File: src/sv/pocsag_bch_codeword_corrector_defines.svh
// ----------------------------------------------------------------------------
// POCSAG BCH corrector assertion macros
// Shared concurrent assertion shorthands, clocked on clk_i, reset on rst_ni.
// ----------------------------------------------------------------------------
`ifndef POCSAG_BCH_CODEWORD_CORRECTOR_DEFINES_SVH
`define POCSAG_BCH_CODEWORD_CORRECTOR_DEFINES_SVH

// Same-cycle implication.
`define PCBCH_ASSERT_NOW(lbl, ante, cons, msg) \
  lbl: assert property (@(posedge clk_i) disable iff (!rst_ni) (ante) |-> (cons)) \
    else $error(msg);

// Next-cycle implication.
`define PCBCH_ASSERT_NEXT(lbl, ante, cons, msg) \
  lbl: assert property (@(posedge clk_i) disable iff (!rst_ni) (ante) |=> (cons)) \
    else $error(msg);

`endif

File: src/sv/pcbch_pkg.sv
// ----------------------------------------------------------------------------
// POCSAG BCH corrector package
// Syndrome width, per-bit syndrome table and decode table entry format.
// ----------------------------------------------------------------------------
package pcbch_pkg;

  localparam int unsigned WORD_W = 32;
  localparam int unsigned POS_W  = 5;
  localparam int unsigned SYN_W  = 11;   // 10-bit remainder + parity bit
  localparam logic [SYN_W-1:0] GEN_POLY   = 11'h769;
  localparam logic [SYN_W-1:0] PARITY_BIT = 11'h400;

  localparam logic [1:0] LVL_DETECT = 2'd0;
  localparam logic [1:0] LVL_RESET  = 2'd2;

  typedef logic [SYN_W-1:0] syn_t;
  typedef syn_t syn_tab_t [WORD_W];

  typedef enum logic [1:0] {
    LUT_NONE,
    LUT_SINGLE,
    LUT_DOUBLE
  } lut_kind_e;

  typedef struct packed {
    lut_kind_e         kind;
    logic [POS_W-1:0]  pos_b;
    logic [POS_W-1:0]  pos_a;
  } lut_entry_t;

  // Syndrome of a word with only bit i set. Bit 0 lies outside the BCH part
  // and only upsets parity; bit i>0 gives x^(i-1) mod g plus parity.
  function automatic syn_tab_t build_syn_tab();
    syn_tab_t tab;
    syn_t     r;
    tab[0] = PARITY_BIT;
    r = 11'd1;
    for (int i = 1; i < WORD_W; i++) begin
      tab[i] = r | PARITY_BIT;
      r = r << 1;
      if (r[SYN_W-1]) begin
        r = r ^ GEN_POLY;
      end
    end
    return tab;
  endfunction

  localparam syn_tab_t SYN_TAB = build_syn_tab();

endpackage

File: src/sv/pcbch_syndrome.sv
// ----------------------------------------------------------------------------
// POCSAG BCH syndrome
// XOR tree over the per-bit syndrome table: remainder by 0x769 plus parity.
// ----------------------------------------------------------------------------
module pcbch_syndrome
  import pcbch_pkg::*;
(
  input  logic [WORD_W-1:0] word_i,
  output syn_t              syn_o
);

  always_comb begin
    syn_o = '0;
    for (int i = 0; i < WORD_W; i++) begin
      if (word_i[i]) begin
        syn_o = syn_o ^ SYN_TAB[i];
      end
    end
  end

endmodule

File: config.mk
export PLATFORM = sky130hd
export DESIGN_NAME = pcbch_syndrome
export DESIGN_NICKNAME = d
export VERILOG_FILES = /design/src/sv/pocsag_bch_codeword_corrector_defines.svh /design/src/sv/pcbch_pkg.sv /design/src/sv/pcbch_syndrome.sv
export SDC_FILE = /design/constraint.sdc
export NUM_CORES = 1
export LEC_CHECK = 0
export ABC_AREA = 0
export BUFFER_PORTS_ARGS = -buffer_cell sky130_fd_sc_hd__buf_2
export CAP_MARGIN = 20
export CORE_UTILIZATION = 44
export DETAILED_ROUTE_END_ITERATION = 10
export GPL_TIMING_DRIVEN = 0
export PLACE_DENSITY = 0.8
export REMOVE_ABC_BUFFERS = 1
export SETUP_SLACK_MARGIN = 0.5
export SYNTH_ARGS = -nofsm -noshare
export SYNTH_HDL_FRONTEND = slang
export SYNTH_SLANG_ARGS = --single-unit
export TNS_END_PERCENT = 30
File: constraint.sdc
create_clock -name vclk -period 2.2
set_input_delay 0.44 -clock vclk [all_inputs]
set_output_delay 0.44 -clock vclk [all_outputs]
set_load 0.02 [all_outputs]
; ---- After elaboration in Yosys (flattened, before gate mapping)
; Cells that the tools add are included.
[totals]
register_bits = 0
output_inout_bits = 11
elab_cells = 63
inputBits = 32
[classes]
muxes = 32
n_bitwise = 31
[ops]
columns = cell, n
row1 = $mux 11, 32
row2 = $not 8->8, 7
row3 = $not 7->7, 5
row4 = $not 5->5, 5
row5 = $not 2->2, 10
row6 = $not 6->6, 3
row7 = $not 9->9, 1

; ---- Depth between registers and ports, before layout
[logic_depth]
depth_word = 63
ltp_mapped = 5
depth_no_buf = 4

; ---- Worst setup path before layout
; Ideal clock, no wire load.
[synth_path]
kind = in2out
startpoint = input port word_i[20]
endpoint = output port syn_o[10]
setup_slack_ns = -0.204
stages = 4
path_buffers = 0
t_arrival_ns = 1.964
t_required_ns = 1.760
cell_sequence = xor3_2 > xnor3_2 > xnor2_2 > xor3_1
[synth_via]
elab_chain_len = 23
[synth_lines]
columns = element, line_no
row1 = from (decl), pcbch_syndrome.sv:8  ; input logic [WORD_W-1:0] word_i,
row2 = $mux 11 *, pcbch_syndrome.sv:15  ; if (word_i[i]) begin
row3 = $not 8->8 (no line), n/a
row4 = $mux 11 *, pcbch_syndrome.sv:15
row5 = $not 8->8 (no line), n/a
row6 = $mux 11 *, pcbch_syndrome.sv:15
row7 = $not 8->8 (no line), n/a
row8 = $mux 11 *, pcbch_syndrome.sv:15
row9 = $not 5->5 (no line), n/a
row10 = [7 not listed], n/a
row11 = $not 6->6 (no line), n/a
row12 = $mux 11 *, pcbch_syndrome.sv:15
row13 = $not 7->7 (no line), n/a
row14 = $mux 11 *, pcbch_syndrome.sv:15
row15 = $not 7->7 (no line), n/a
row16 = $mux 11 *, pcbch_syndrome.sv:15
row17 = $not 7->7 (no line), n/a
row18 = $mux 11 *, pcbch_syndrome.sv:15
row19 = to (decl), pcbch_syndrome.sv:9  ; output syn_t syn_o
; Every way passes the cells marked *; elsewhere a longest branch is shown, timed or not.

; ---- Worst setup path after layout
[layout_path]
startpoint = input port word_i[18]
endpoint = output port syn_o[10]
[layout_via]
elab_chain_len = 27
[layout_lines]
columns = element, line_no
row1 = $mux 11 *, pcbch_syndrome.sv:15
row2 = $not 6->6 (no line), n/a
row3 = $mux 11 *, pcbch_syndrome.sv:15
row4 = $not 9->9 (no line), n/a
row5 = $mux 11 *, pcbch_syndrome.sv:15
row6 = $not 8->8 (no line), n/a
row7 = $mux 11 *, pcbch_syndrome.sv:15
row8 = $not 8->8 (no line), n/a
row9 = [11 not listed], n/a
row10 = $not 6->6 (no line), n/a
row11 = $mux 11 *, pcbch_syndrome.sv:15
row12 = $not 7->7 (no line), n/a
row13 = $mux 11 *, pcbch_syndrome.sv:15
row14 = $not 7->7 (no line), n/a
row15 = $mux 11 *, pcbch_syndrome.sv:15
row16 = $not 7->7 (no line), n/a
row17 = $mux 11 *, pcbch_syndrome.sv:15
; Marked as above.

==> key figures <==
Run status
  – Outcome: finished with violations
  – Violated checks: negative setup slack

Pwr
  – Pwr/cell area: 865.3 nW/um2
  – Static Leak: 0.0006653 uW
  – Power share of the sequential group: 0%
  – Net switching power: 588.6 uW
  – Gate power share: 100.0%
  – Power, Total: 1250 uW
  – Worst IR drop on VDD: 501.0 uV
  – Power Internal: 661.9 uW
  – Relative contribution of the clock network to total power: 0%
  – Switching part of the total power: 47.07%

Critical path
  – Critical Path Slowest Stage Cell: sky130_fd_sc_hd__xnor3_1
  – Startpoint types: input port
  – Type of the setup path with the least slack: in -> out
  – Largest stage delay on the critical path: 0.48 ns
  – Endpoint kind of the worst setup timing path: primary output
  – CP Capture Point: syn_o[10]
  – Startpoint of the worst setup timing path: word_i[18]
  – Worst Path Required: 1.76 ns
  – Worst path arrival time: 2.03 ns
  – Peak fanout along the critical path: 3
  – Crit path cell chain: buf_2 > xor2_4 > xnor2_2 > xnor3_1 > xor3_1 > buf_6

CTS
  – CTS Hold Bufs: 0

Synthesis
  – Library cells used by synthesis: 8
  – Synthesized netlist cell count: 79
  – Area share of the largest cell type after synthesis: 58.59%
  – Syn_area_per_cell: 10.60 um2
  – Most common cell in the synthesized netlist: sky130_fd_sc_hd__xnor2_1
  – Cell types occupying the most area after synthesis: sky130_fd_sc_hd__xnor2_1 (59%), sky130_fd_sc_hd__xnor3_1 (19%), sky130_fd_sc_hd__xor2_1 (12%)
  – Top cell type by total area after synthesis: sky130_fd_sc_hd__xnor2_1
  – Synth Cell Area: 837.1 um2
  – Leading cell types by count after synthesis: sky130_fd_sc_hd__xnor2_1 (56), sky130_fd_sc_hd__xor2_1 (11), sky130_fd_sc_hd__xnor3_1 (7)
  – Yosys synthesis warning count: 0
  – Post-synthesis sequential area ratio: 0%

Finish
  – Final Util: 82.80%
  – Sequential cell count of the final layout: 0
  – Clock buffer count in the final layout: 0
  – Share of cells above drive strength 1: 59.38%
  – Antenna diode instance count: 0
  – Area used by sequential logic in the layout: 0 um2
  – Number of inserted filler cells in the final layout: 100
  – Layout Nets: 162
  – Area overhead of the layout relative to synthesis: 72.65%

STA
  – Rel. slew slack: 78.56%
  – Min cycle time layout: 2.473 ns
  – Worst setup margin: -0.2732 ns
  – Number of hold-slack violations in the final timing report: 0
  – Worst Tran Pin Value: 0.3194 ns
  – Number of setup violations in the final report: 4
  – Upper clock frequency limit: 0.4043 GHz
  – Unrepaired setup endpoints after global routing: true
  – Share of the clock period used by the worst path after layout: 112.4%
  – Number of pins with negative max-slew slack in the final report: 0

Global route
  – Largest net degree at the start of global routing: 5
  – Met3 Use GR: 0.3968%
  – Vias in the first global route: 713
  – Number of antenna violations at the first check in global routing: 0
  – Total global routing overflow: 0
  – First-pass GRT wire length: 3.153 mm
  – Total global routing track utilization: 21.26%
  – Most congested layer reported by global routing: met2
  – Met2 usage in global routing: 41.14%
  – GR Util met1: 26.62%

Hold path
  – Worst hold path type: in -> out
  – Number of stages on the worst hold path: 4

Floorplanning
  – Die Span X: 45.62 um
  – Full die area: 2081 um2
  – Placement Rows: 15
  – Starting density of the core: 47.96%
  – Placeable core area: 1745 um2
  – I/O pin total: 43
  – Die span in y: 45.62 um

Routing
  – Violation count after the first detailed-routing iteration: 2
  – Wire per inst: 16.88 um
  – Routed vias: 727
  – Via density: 4.752
  – DRC viols: 0
  – Total length of routed wires: 2.582 mm
  – Iteration count of the initial detailed-routing pass: 2
  – Detail Route Antenna Nets: 0

Job
  – Number of violations of the max-capacitance limit: 0

Place
  – Number of buffers inserted by port buffering: 43
  – DP HPWL: 1.582 mm
  – Placer Congestion: 0.8203
  – Dpl ws: -0.4940 ns
## power by group through the flow
stage               Combinational (uW)  Clock (uW)  Sequential (uW)
floorplan                          689           0                0
global placement                   913           0                0
detailed placement                 925           0                0
CTS                               1100           0                0
global route                      1320           0                0
finish                            1250           0                0
## cells by family after synthesis
family	Yosys count	share of synthesized area, %
xor+xnor	78	99.55
buf+inv	1	0.4480
## worst max-delay path, delay by kind of cell
family	cells	cell delay, ns
xor+xnor	4	1.27
buf+inv	2	0.31
## worst min path at each step
stage                          end  slack (ns)  startpoint
after floorplan           syn_o[8]        1.14  word_i[27]
after global placement    syn_o[8]        1.32  word_i[27]
after detailed placement  syn_o[8]        1.33  word_i[27]
after CTS                 syn_o[5]        1.38  word_i[25]
after global routing      syn_o[7]        1.43  word_i[25]
final                     syn_o[8]        1.40  word_i[27]
## area by class of cell
class                      count  area, um2  area share, %
multi-input combinational     78       1079          74.63
tap                           25      31.28          2.164
timing repair buffer          50      335.3          23.20
## per-layer routing
metal | share of wire (%) | vias up
li1 | - | 344
met1 | 36 | 344
met2 | 57 | 31
met3 | 4.1 | 8
met4 | 2.9 | 0
met5 | 0 | -
## timing repair
| item | in CTS | in global routing |
|---|---|---|
| endpoints found under the setup margin | 11 | 11 |
| hold endpoints to repair | 0 | 0 |
| buffers inserted | 4 | 3 |
| gates resized for setup | 31 | 22 |
| pin swaps | 15 | 11 |
## cell usage in the layout, fill, tap and decap left out
| master | Yosys | layout |
|---|---|---|
| sky130_fd_sc_hd__xnor2_1 | 56 | 39 |
| sky130_fd_sc_hd__buf_2 | 0 | 28 |
| sky130_fd_sc_hd__xnor2_2 | 1 | 14 |
| sky130_fd_sc_hd__buf_4 | 0 | 13 |
| sky130_fd_sc_hd__buf_6 | 0 | 8 |
| sky130_fd_sc_hd__xnor3_1 | 7 | 6 |
| sky130_fd_sc_hd__xor2_1 | 11 | 6 |
| sky130_fd_sc_hd__xnor2_4 | 0 | 4 |
| sky130_fd_sc_hd__xor2_4 | 0 | 3 |
| sky130_fd_sc_hd__xor2_2 | 0 | 2 |
| sky130_fd_sc_hd__xnor3_2 | 1 | 2 |
| sky130_fd_sc_hd__xor3_2 | 1 | 1 |
| sky130_fd_sc_hd__xor3_1 | 1 | 1 |
| sky130_fd_sc_hd__clkbuf_4 | 0 | 1 |
## stage by stage
step                instances  TNS, ns  instance area, um2  hold slack [ns]
CTS                       150  -0.4187                1297            1.381
global route              153  -0.8042                1445            1.427
finish                    153  -0.5711                1445            1.398
floorplan                  78  -0.3353               833.3            1.140
global placement          146  -0.9820                1080            1.315
detailed placement        146  -0.9969                1080            1.331
No activity file was read; power rests on OpenSTA's default activity.
